==> src/rtl/ipmac_pkg.sv <==
// ----------------------------------------------------------------------------
// ipmac_pkg
// Shared types and constants for the IPv4-to-MAC resolution cache.
// ----------------------------------------------------------------------------
`default_nettype none

package ipmac_pkg;

  localparam int unsigned ENTRIES_DEF = 16;
  localparam int unsigned IP_W        = 32;
  localparam int unsigned MAC_W       = 48;

  localparam logic ACT_LOOKUP = 1'b0;
  localparam logic ACT_LEARN  = 1'b1;

  // controller -> datapath
  typedef struct packed {
    logic load;        // latch request, start scan at entry 0
    logic advance;     // step to next entry
    logic finish_scan; // latch result of the scan
    logic upd_mac;     // overwrite MAC of matching entry
    logic insert;      // write ip/mac at round-robin slot
    logic out_load;    // move result into output register
  } cmd_t;

  // datapath -> controller
  typedef struct packed {
    logic match;       // current entry is filled and holds the key
    logic last;        // current entry is the last filled one (or table empty)
    logic is_learn;
    logic allow;
  } status_t;

endpackage

`default_nettype wire

==> src/rtl/ipmac_stream_if.sv <==
// ----------------------------------------------------------------------------
// ipmac_req_if / ipmac_rsp_if
// Valid/ready channels for cache requests and results.
// ----------------------------------------------------------------------------
`default_nettype none

interface ipmac_req_if;
  logic        valid;
  logic        ready;
  logic        action;
  logic [31:0] ip_addr;
  logic [47:0] mac_in;
  logic        allow_insert;

  modport source (output valid, action, ip_addr, mac_in, allow_insert, input ready);
  modport sink   (input valid, action, ip_addr, mac_in, allow_insert, output ready);
endinterface

interface ipmac_rsp_if;
  logic        valid;
  logic        ready;
  logic        hit;
  logic [47:0] mac_out;

  modport source (output valid, hit, mac_out, input ready);
  modport sink   (input valid, hit, mac_out, output ready);
endinterface

`default_nettype wire

==> src/rtl/ipmac_ctrl.sv <==
// ----------------------------------------------------------------------------
// ipmac_ctrl
// Sequencer: accepts an item, walks the table one entry per cycle, then
// hands the result to the output register.
// ----------------------------------------------------------------------------
`default_nettype none

module ipmac_ctrl (
  input  wire logic              clk,
  input  wire logic              rst,
  input  wire logic              req_valid,
  output logic                   req_ready,
  output logic                   rsp_valid,
  input  wire logic              rsp_ready,
  input  wire ipmac_pkg::status_t status,
  output ipmac_pkg::cmd_t        cmd
);
  import ipmac_pkg::*;

  typedef enum logic [2:0] {
    ST_IDLE   = 3'b001,
    ST_SCAN   = 3'b010,
    ST_FINISH = 3'b100
  } state_t;

  state_t state, state_next;
  logic   out_valid;

  always_comb begin
    state_next = state;
    cmd        = '0;
    req_ready  = 1'b0;
    unique case (state)
      ST_IDLE: begin
        req_ready = 1'b1;
        if (req_valid) begin
          cmd.load   = 1'b1;
          state_next = ST_SCAN;
        end
      end
      ST_SCAN: begin
        if (status.match) begin
          cmd.finish_scan = 1'b1;
          cmd.upd_mac     = status.is_learn;
          state_next      = ST_FINISH;
        end else if (status.last) begin
          cmd.finish_scan = 1'b1;
          cmd.insert      = status.is_learn & status.allow;
          state_next      = ST_FINISH;
        end else begin
          cmd.advance = 1'b1;
        end
      end
      ST_FINISH: begin
        if (!out_valid || rsp_ready) begin
          cmd.out_load = 1'b1;
          state_next   = ST_IDLE;
        end
      end
      default: state_next = ST_IDLE;
    endcase
  end

  always_ff @(posedge clk) begin
    if (rst) begin
      state     <= ST_IDLE;
      out_valid <= 1'b0;
    end else begin
      state <= state_next;
      if (cmd.out_load) begin
        out_valid <= 1'b1;
      end else if (rsp_ready) begin
        out_valid <= 1'b0;
      end
    end
  end

  assign rsp_valid = out_valid;

endmodule

`default_nettype wire

==> src/rtl/ipmac_datapath.sv <==
// ----------------------------------------------------------------------------
// ipmac_datapath
// Table memories, scan index, fill count, round-robin slot and result regs.
// ----------------------------------------------------------------------------
`default_nettype none

module ipmac_datapath #(
  parameter int unsigned ENTRIES = ipmac_pkg::ENTRIES_DEF
) (
  input  wire logic                        clk,
  input  wire logic                        rst,
  input  wire logic                        action,
  input  wire logic [ipmac_pkg::IP_W-1:0]  ip_addr,
  input  wire logic [ipmac_pkg::MAC_W-1:0] mac_in,
  input  wire logic                        allow_insert,
  input  wire ipmac_pkg::cmd_t             cmd,
  output ipmac_pkg::status_t               status,
  output logic                             hit,
  output logic [ipmac_pkg::MAC_W-1:0]      mac_out
);
  import ipmac_pkg::*;

  localparam int unsigned IDX_W = (ENTRIES > 1) ? $clog2(ENTRIES) : 1;
  localparam int unsigned CNT_W = $clog2(ENTRIES + 1);

  logic [IP_W-1:0]  ip_mem  [ENTRIES];
  logic [MAC_W-1:0] mac_mem [ENTRIES];

  logic             action_q;
  logic             allow_q;
  logic [IP_W-1:0]  key;
  logic [MAC_W-1:0] mac_key;

  logic [IDX_W-1:0] idx, idx_next;
  logic [IDX_W-1:0] next_slot;
  logic [CNT_W-1:0] fill_count;
  logic [IP_W-1:0]  rd_ip;
  logic [MAC_W-1:0] rd_mac;
  logic [IDX_W-1:0] wr_addr;

  logic             res_hit;
  logic [MAC_W-1:0] res_mac;

  // read address runs one step ahead so rd_* always belongs to idx
  always_comb begin
    idx_next = idx;
    if (cmd.load) begin
      idx_next = '0;
    end else if (cmd.advance) begin
      idx_next = idx + IDX_W'(1);
    end
  end

  assign wr_addr = cmd.insert ? next_slot : idx;

  always_ff @(posedge clk) begin
    rd_ip  <= ip_mem[idx_next];
    rd_mac <= mac_mem[idx_next];
    if (cmd.insert) begin
      ip_mem[wr_addr] <= key;
    end
    if (cmd.insert || cmd.upd_mac) begin
      mac_mem[wr_addr] <= mac_key;
    end
  end

  always_ff @(posedge clk) begin
    idx <= idx_next;
    if (cmd.load) begin
      action_q <= action;
      allow_q  <= allow_insert;
      key      <= ip_addr;
      mac_key  <= mac_in;
    end
    if (cmd.finish_scan) begin
      res_hit <= status.match;
      res_mac <= (status.match && action_q == ACT_LOOKUP) ? rd_mac : '0;
    end
    if (cmd.out_load) begin
      hit     <= res_hit;
      mac_out <= res_mac;
    end
  end

  always_ff @(posedge clk) begin
    if (rst) begin
      fill_count <= '0;
      next_slot  <= '0;
    end else if (cmd.insert) begin
      if (fill_count != CNT_W'(ENTRIES)) begin
        fill_count <= fill_count + CNT_W'(1);
      end
      if (next_slot == IDX_W'(ENTRIES - 1)) begin
        next_slot <= '0;
      end else begin
        next_slot <= next_slot + IDX_W'(1);
      end
    end
  end

  // an empty table never reads as a match, so unwritten entries stay unseen
  assign status.match    = (fill_count != '0) && (rd_ip == key);
  assign status.last     = ((CNT_W + 1)'(idx) + (CNT_W + 1)'(1)) >= {1'b0, fill_count};
  assign status.is_learn = (action_q == ACT_LEARN);
  assign status.allow    = allow_q;

endmodule

`default_nettype wire

==> src/rtl/ip_to_mac_resolution_cache.sv <==
// ----------------------------------------------------------------------------
// ip_to_mac_resolution_cache
// IPv4-to-MAC cache with first-match lookup/learn and round-robin insertion.
// ----------------------------------------------------------------------------
//  channel  direction  fields
//  req      in         action, ip_addr, mac_in, allow_insert
//  rsp      out        hit, mac_out
//
//  An item is accepted, then compared against k entries, k = 1 .. max(1,
//  fill count), then its result is loaded into the result register. The scan
//  reads the table one entry per cycle; the single write lands on the last
//  scan cycle.
//  Reset clears fill count and slot pointer; table contents need no reset.
//  A waiting result does not block the next item; a stalled rsp holds the
//  following item in its final cycle.
// ----------------------------------------------------------------------------
`default_nettype none

module ip_to_mac_resolution_cache #(
  parameter int unsigned ENTRIES = ipmac_pkg::ENTRIES_DEF
) (
  input  wire logic     clk,
  input  wire logic     rst,
  ipmac_req_if.sink     req,
  ipmac_rsp_if.source   rsp
);
  import ipmac_pkg::*;

  cmd_t    cmd;
  status_t status;

  ipmac_ctrl u_ctrl (
    .clk       (clk),
    .rst       (rst),
    .req_valid (req.valid),
    .req_ready (req.ready),
    .rsp_valid (rsp.valid),
    .rsp_ready (rsp.ready),
    .status    (status),
    .cmd       (cmd)
  );

  ipmac_datapath #(
    .ENTRIES (ENTRIES)
  ) u_datapath (
    .clk          (clk),
    .rst          (rst),
    .action       (req.action),
    .ip_addr      (req.ip_addr),
    .mac_in       (req.mac_in),
    .allow_insert (req.allow_insert),
    .cmd          (cmd),
    .status       (status),
    .hit          (rsp.hit),
    .mac_out      (rsp.mac_out)
  );

endmodule

`default_nettype wire
==> src/flat_wrapper.sv <==
// flat-port wrapper written by rule: the top's interface ports become plain ports
module ip_to_mac_resolution_cache_flat import ipmac_pkg::*;
#(
  parameter int unsigned ENTRIES = ipmac_pkg::ENTRIES_DEF
)
  (clk, rst, req_valid, req_action, req_ip_addr, req_mac_in, req_allow_insert, req_ready, rsp_valid, rsp_hit, rsp_mac_out, rsp_ready);
  ipmac_req_if req_i ();
  ipmac_rsp_if rsp_i ();
  input  wire logic clk;
  input  wire logic rst;
  input wire logic [$bits(req_i.valid)-1:0] req_valid;
  input wire logic [$bits(req_i.action)-1:0] req_action;
  input wire logic [$bits(req_i.ip_addr)-1:0] req_ip_addr;
  input wire logic [$bits(req_i.mac_in)-1:0] req_mac_in;
  input wire logic [$bits(req_i.allow_insert)-1:0] req_allow_insert;
  output wire logic [$bits(req_i.ready)-1:0] req_ready;
  output wire logic [$bits(rsp_i.valid)-1:0] rsp_valid;
  output wire logic [$bits(rsp_i.hit)-1:0] rsp_hit;
  output wire logic [$bits(rsp_i.mac_out)-1:0] rsp_mac_out;
  input wire logic [$bits(rsp_i.ready)-1:0] rsp_ready;
  assign req_i.valid = req_valid;
  assign req_i.action = req_action;
  assign req_i.ip_addr = req_ip_addr;
  assign req_i.mac_in = req_mac_in;
  assign req_i.allow_insert = req_allow_insert;
  assign req_ready = req_i.ready;
  assign rsp_valid = rsp_i.valid;
  assign rsp_hit = rsp_i.hit;
  assign rsp_mac_out = rsp_i.mac_out;
  assign rsp_i.ready = rsp_ready;
  ip_to_mac_resolution_cache #(.ENTRIES(ENTRIES)) u_core (.clk(clk), .rst(rst), .req(req_i), .rsp(rsp_i));
endmodule
==> config.mk <==
export PLATFORM = sky130hd
export DESIGN_NAME = ip_to_mac_resolution_cache_flat
export DESIGN_NICKNAME = d
export VERILOG_FILES = /design/src/rtl/ipmac_pkg.sv /design/src/rtl/ipmac_stream_if.sv /design/src/rtl/ipmac_ctrl.sv /design/src/rtl/ipmac_datapath.sv /design/src/rtl/ip_to_mac_resolution_cache.sv /design/src/flat_wrapper.sv
export SDC_FILE = /design/constraint.sdc
export NUM_CORES = 2
export LEC_CHECK = 0
export ABC_AREA = 1
export BUFFER_PORTS_ARGS = -buffer_cell sky130_fd_sc_hd__buf_2
export CORE_ASPECT_RATIO = 0.8
export CORE_MARGIN = 5
export CORE_UTILIZATION = 45
export DETAILED_ROUTE_END_ITERATION = 16
export HOLD_SLACK_MARGIN = 0.06
export PLACE_DENSITY = 0.57
export SLEW_MARGIN = 20
export SYNTH_ARGS = -nofsm -noshare
export SYNTH_HDL_FRONTEND = slang
export SYNTH_SLANG_ARGS = --single-unit
==> constraint.sdc <==
create_clock -name clk -period 7.1 [get_ports clk]
set_input_delay 1.42 -clock clk [delete_from_list [all_inputs] [get_ports clk]]
set_output_delay 1.42 -clock clk [all_outputs]
set_load 0.05 [all_outputs]
# After elaboration in Yosys (flattened, before gate mapping)
# Memories as Yosys holds them, arrays and structs flattened. A register that Yosys moved wholly into a read port is not among the register bits.
# Cells that the tools add are included.
# totals
reg_bits	197
output_inout_bits	51
wordCells	68
mem_bits_rw	1280
memories	2
input_bits	86
# op_classes
muxes	28
eq_ne	9
n_reduce_logical	9
order_cmp	1
bitwise	2
n_addsub	4
# mem_list
name	depth	word_bits	rd	rd_ports_with_merged_regs	write_ports	line_no	text
u_core.u_datapath.mac_mem	16	48	1	1	1	ipmac_datapath.sv:27	logic [MAC_W-1:0] mac_mem [ENTRIES];
u_core.u_datapath.ip_mem	16	32	1	1	1	ipmac_datapath.sv:26	logic [IP_W-1:0] ip_mem [ENTRIES];
# op_table
cell	count
== test 32 bit	1
2-to-1 mux 4 bit	5
2-to-1 mux 1 bit	18
2-to-1 mux 3 bit	4
one-hot mux 3 bit (3 select lines)	1
adder 4 x 1 -> 4 bit, second input constant	2
adder 4 x 1 -> 5 bit, second input constant	1
adder 5 x 1 -> 5 bit, second input constant	1
greater-or-equal comparator 5 bit	1
inequality test 5 bit, second input constant	1
nonzero test 5 bit	1
== test 4 bit, second input constant	1
inequality test 2 bit, second input constant	2
== test 3 x 1 -> 1 bit, second input constant	1
== test 3 x 2 -> 1 bit, second input constant	1
== test 3 bit, second input constant	1
inequality test 3 x 2 -> 1 bit, second input constant	1
AND reduction 3 bit	1
logical AND 1 bit	2
logical OR 1 bit	2
AND reduction 2 bit	1
nonzero test 2 bit	1
AND 1 bit	1
zero test 1 bit	1
NOT 1 bit	1

# Depth between registers and ports, before layout
# depth
depth_word	8
ltp_mapped	19
ltp_nobuf	17

# Cells and area by module
# From an unflattened synthesis, not the netlist that was laid out.
# unflattened
hier_cells	4991
hier_area_um2	61758.0
# by_module_without_submodules
mod	cells_per_inst	area_per_inst_um2	instances	seq_area_each_um2
ipmac_datapath	4950	61507.7	1	45703.8
ipmac_ctrl	41	250.2	1	80.1

# Worst setup path after synthesis
# No wires, ideal clock.
# synth_path
path_type	input to register
from	in req_valid
to	reg u_core.u_datapath.rd_ip[14] (read register of u_core.u_datapath.ip_mem)
cell_stages	12
t_arrival_ps	6346
setup_ps	114
required_time_ps	6986
path_buffers	3
slack_ps	640
cell_sequence	inv_1 > nor2_1 > inv_2 > nand3_2 > buf_6 > buf_6 > buf_2 > nand2_1 > nand3_1 > nand3_1 > nand3_1 > nand2_1
# synth_lines
item	line_no	text
start: declaration	flat_wrapper.sv:11	input wire logic [$bits(req_i.valid)-1:0] req_valid;
end: declaration	ipmac_datapath.sv:37	logic [IP_W-1:0] rd_ip;

# Worst setup path in the final report
# layout_path
from	reg u_core.u_datapath.key[29]
to	mem u_core.u_datapath.mac_mem[12][17] (enable)
# layout_via
elab_chain_cells	7
word_cells_on_any_way	9
classes_between	eq/ne (1); mux (6); reduce/logical (2)
# layout_lines
item	line_no	text
start: declaration	ipmac_datapath.sv:31	logic [IP_W-1:0] key;
start signal: assignment	ipmac_datapath.sv:72	key <= ip_addr;
== test 32 bit (*)	ipmac_datapath.sv:102	assign status.match = (fill_count != '0) && (rd_ip == key);
logical AND 1 bit (*)	ipmac_datapath.sv:102	
2-to-1 mux 1 bit	ipmac_ctrl.sv:42	if (status.match) begin
2-to-1 mux 4 bit (*)	ipmac_ctrl.sv:33	unique case (state)
logical OR 1 bit	ipmac_datapath.sv:62	if (cmd.insert || cmd.upd_mac) begin
2-to-1 mux 1 bit	ipmac_datapath.sv:62	
2-to-1 mux 1 bit (not written as such)	ipmac_datapath.sv:63	mac_mem[wr_addr] <= mac_key;
end: declaration	ipmac_datapath.sv:27	
# Mark *: on every way between the ends. The rest lies on a longest branch, timed or not.

==> metrics.md <==
| Metric | Value |
|---|---|
| Die H | `353 µm` |
| Top post-synthesis cells by area | `edfxtp_1 66%, nand3_1 8.5%, inv_1 7.9%` |
| Sequential element share of the synthesized area | `0.693` |
| Critical path, cell by cell | `nand2_1 -> nand2_1 -> nand2_1 -> nor2_1 -> nand2_1 -> nor2_1 -> nand3_2 -> nand2_2 -> nor2_1 -> a21oi_1 -> inv_1 -> nor2_1 -> nand2_1 -> nor2_4 -> buf_4` |
| # nets final | `6190` |
| Root Driver | `clkbuf_16` |
| GR peak layer | `met2` |
| Register bit total from synthesis | `1557` |
| Power Density | `260 nW/µm²` |
| Crit path capture type | `flip-flop` |
| Synth area leader | `edfxtp_1` |
| # IOs | `137` |
| Largest net degree at the start of global routing | `224` |
| Setup TNS | `0 ns` |
| Fin. max-slew vios | `0` |
| Final setup margin | `1.46 ns` |
| Antenna-violating nets left | `0` |
| GPL Wtd Cong | `0.787` |
| # rows | `125` |
| Net Count, Synth | `6185` |
| Maximum clock path buffer count | `3` |
| Logic pwr share | `0.017` |
| YS warnings | `0` |
| Core ar. | `146000 µm²` |
| Synth top area share | `0.663` |
| CP bufs+invs | `2` |
| Post-CTS sizing | `0` |
| GRT Overall Usage | `0.228` |
| Mapped Area | `66100 µm²` |
| Part of the power in the clock network | `0.447` |
| GR Util met1 | `0.334` |
| CTS tree | `built` |
| GR Util met3 | `0.0330` |
| Synth-to-Final Area Change | `12.1%` |
| Clk Latency, worst-skew pair | `0.79 ns` |
| Die width | `439 µm` |
| Worst EP required | `7.54 ns` |
| Fraction of layout cells with a size suffix above 1 | `0.0831` |
| Register Area | `45800 µm²` |
| DR WL/cell | `21.9 µm` |
| VDD IR max | `0.246 mV` |
| RSZ-0062 raised after global routing | `false` |
| Syn Inst Count | `6090` |
| First-pass GRT wire length | `270000 µm` |
| Status | `completed` |
| Fmax | `177 MHz` |
| CTS buffer count | `157` |
| Clock slew at reported path FFs | `0.06 ns` |
| Tmin final | `5.64 ns` |
| Pre-CTS setup slack | `1.61 ns` |
| Die outline area | `155000 µm²` |
| Int Pwr | `15.3 mW` |
| Final setup fails | `0` |
| CP Launch Type | `flip-flop` |
| Slew margin rel. | `0.0558` |
| WP data arrival | `6.08 ns` |
| Slowest stage delay, CP | `0.88 ns` |
| Hpwl dp | `82800 µm` |
| Yosys cell types | `31` |
| Gr ovfl total | `0` |
| Multi-input combinational cell area | `13600 µm²` |
| Fin crit share | `0.795` |
| Clk sinks | `1557` |
| DR DRC count | `0` |
| Setup CP Type | `reg -> reg` |
| DR vias/cell | `5.35` |
| Crit path max-delay family | `simple AND/OR/NAND/NOR gates` |
| Starting DRT DRC Count | `4666` |
| Met2 GRT Util | `0.359` |
| Input/output buffers | `136` |
| Hold Vio Cnt, Final | `0` |
| Cts hold-fix bufs | `0` |
| DR vias | `43.9k` |
| Post-CTS Setup Inserts | `0` |
| Worst hold path type | `reg -> reg` |
| CTS H-Tree Depth | `4` |
| Syn_area_per_cell | `10.9 µm²` |
| Seq pwr share | `0.535` |
| Final Skew | `0.0462 ns` |
| CP most frequent cell | `nand2_1` |
| Routed WL | `180000 µm` |
| Switching Share | `0.208` |
| Slowest CP cell | `nand2_2` |
| Starting density of the core | `0.454` |
| Filler Cell Count | `12.8k` |
| Least-Margin Pin Slew | `1.42 ns` |
| Max Cap Violations | `0` |
| Initial antenna violation count | `3` |
| Sw Pwr | `4.01 mW` |
| P_leak | `31.0 nW` |
| Pre-antenna DRT Iters | `5` |
| Maximum fanout along the worst path | `29` |
| Number of global-route vias before repair | `42.1k` |
registers in the layout, summed over array words and instances (netlist names):
signal,count
u_core.u_datapath.key,32
u_core.u_datapath.res_mac,48
u_core.u_ctrl.state,3
u_core.u_datapath.mac_key,48
u_core.u_datapath.rd_mac,48
u_core.u_ctrl.rsp_valid,1
u_core.u_datapath.next_slot,4
u_core.u_datapath.hit,1
u_core.u_datapath.mac_mem,768
u_core.u_datapath.ip_mem,512
u_core.u_datapath.fill_count,5
u_core.u_datapath.mac_out,48
u_core.u_datapath.idx,4
u_core.u_datapath.allow_q,1
u_core.u_datapath.rd_ip,32
u_core.u_datapath.res_hit,1
u_core.u_datapath.action_q,1
synth_stat cells:
library cell / count
edfxtp_1: 1460
clkbuf_1: 143
inv_1: 1386
nand3_4: 1
xnor2_1: 12
nand2_2: 1
nand2_1: 963
nand3_2: 3
o211ai_2: 2
o21ai_1: 1
inv_2: 6
o21ai_0: 9
o311ai_0: 1
nand3_1: 1129
buf_2: 182
buf_6: 5
nor3_1: 6
nor3b_1: 1
buf_4: 31
and3_1: 1
a211oi_1: 1
dfxtp_1: 97
or2_2: 1
xor2_1: 9
nor3_2: 2
nand4_2: 1
ha_1: 9
a21oi_1: 12
buf_1: 15
nor2_1: 118
nand4_1: 482
kinds of logic (layout without fill, tap and decap cells):
logic type | count (synthesis) | count (layout) | share of synthesized area
AO/OA/AOI/OAI | 26 | 26 | 0.00229
flip-flops | 1557 | 1557 | 0.693
buffers and inverters | 1768 | 1908 | 0.106
XOR/XNOR | 21 | 21 | 0.00278
adder cells (fa/ha/maj) | 9 | 9 | 0.00170
AND/OR/NAND/NOR | 2709 | 2709 | 0.195
other | 0 | 2 | 0
worst paths after layout:
| kind | cells past startpoint | slack [ns] | from | endpoint |
|---|---|---|---|---|
| setup / recovery | 15 | 1.46 | u_core.u_datapath.key[29] | u_core.u_datapath.mac_mem[12][17] |
| hold / removal | 0 | 0.42 | u_core.u_datapath.res_mac[3] | u_core.u_datapath.mac_out[3] |
| setup reg to reg | 15 | 1.46 | u_core.u_datapath.key[29] | u_core.u_datapath.mac_mem[12][17] |
| hold reg to reg | 0 | 0.42 | u_core.u_datapath.res_mac[3] | u_core.u_datapath.mac_out[3] |
power by group through the flow:
stage,combinational [mW],sequential [mW],clock (mW)
floorplan,0.182,10.4,0
global placement,0.331,10.5,0
detailed placement,0.332,10.5,0
CTS,0.333,10.3,8.78
global route,0.357,10.3,9.18
finish,0.333,10.3,8.62
placed cells by master (no fill, tap or decap), types with 3 or more instances in the layout:
| master | synthesis | final |
|---|---|---|
| a21oi_1 | 12 | 12 |
| buf_12 | 0 | 20 |
| buf_2 | 182 | 136 |
| buf_4 | 31 | 65 |
| bufinv_16 | 0 | 16 |
| clkbuf_1 | 143 | 32 |
| clkbuf_16 | 0 | 161 |
| clkbuf_8 | 0 | 27 |
| clkinv_1 | 0 | 20 |
| clkinv_2 | 0 | 21 |
| clkinv_8 | 0 | 4 |
| clkinvlp_4 | 0 | 5 |
| dfxtp_1 | 97 | 97 |
| edfxtp_1 | 1460 | 1460 |
| ha_1 | 9 | 9 |
| inv_1 | 1386 | 1385 |
| inv_6 | 0 | 5 |
| inv_8 | 0 | 4 |
| nand2_1 | 963 | 962 |
| nand3_1 | 1129 | 1129 |
| nand3_4 | 1 | 3 |
| nand4_1 | 482 | 482 |
| nor2_1 | 118 | 83 |
| nor2_4 | 0 | 35 |
| nor3_1 | 6 | 6 |
| o21ai_0 | 9 | 9 |
| xnor2_1 | 12 | 12 |
| xor2_1 | 9 | 9 |
final cells by class:
class,count,area share
flip-flops and latches,1557,0.618
multi-input cells,2765,0.184
inverters,1392,0.0710
clock buffers,220,0.0610
well taps,1968,0.0332
repair buffers,222,0.0213
clock inverters,74,0.0118
diodes,2,0.0000675
metrics by stage:
step                      utilization  hold WS (ns)  cell area [µm²]  std cells  power (mW)
after floorplan                     -         0.400            66100       6090        10.6
after global placement          0.472         0.402            68700       7904        10.8
after global routing            0.509         0.422            74100       8199        19.9
final                           0.509         0.415            74100       8200        19.3
after detailed placement        0.472         0.405            68700       7904        10.8
after CTS                       0.509         0.416            74100       8198        19.4
routing by layer:
layer / share of wire / wire length (µm)
met4: 0.024 / 4260
met5: 0 / 0
met1: 0.45 / 81100
met2: 0.46 / 82200
met3: 0.067 / 12100
worst reg2reg max path: cells and delay by family, from the launching register on:
kind | cells | cell delay, ns
flops | 1 | 0.77
simple gates | 12 | 3.58
buf+inv | 2 | 0.63
compound gates | 1 | 0.31
Power figures use the tool's default switching activity.
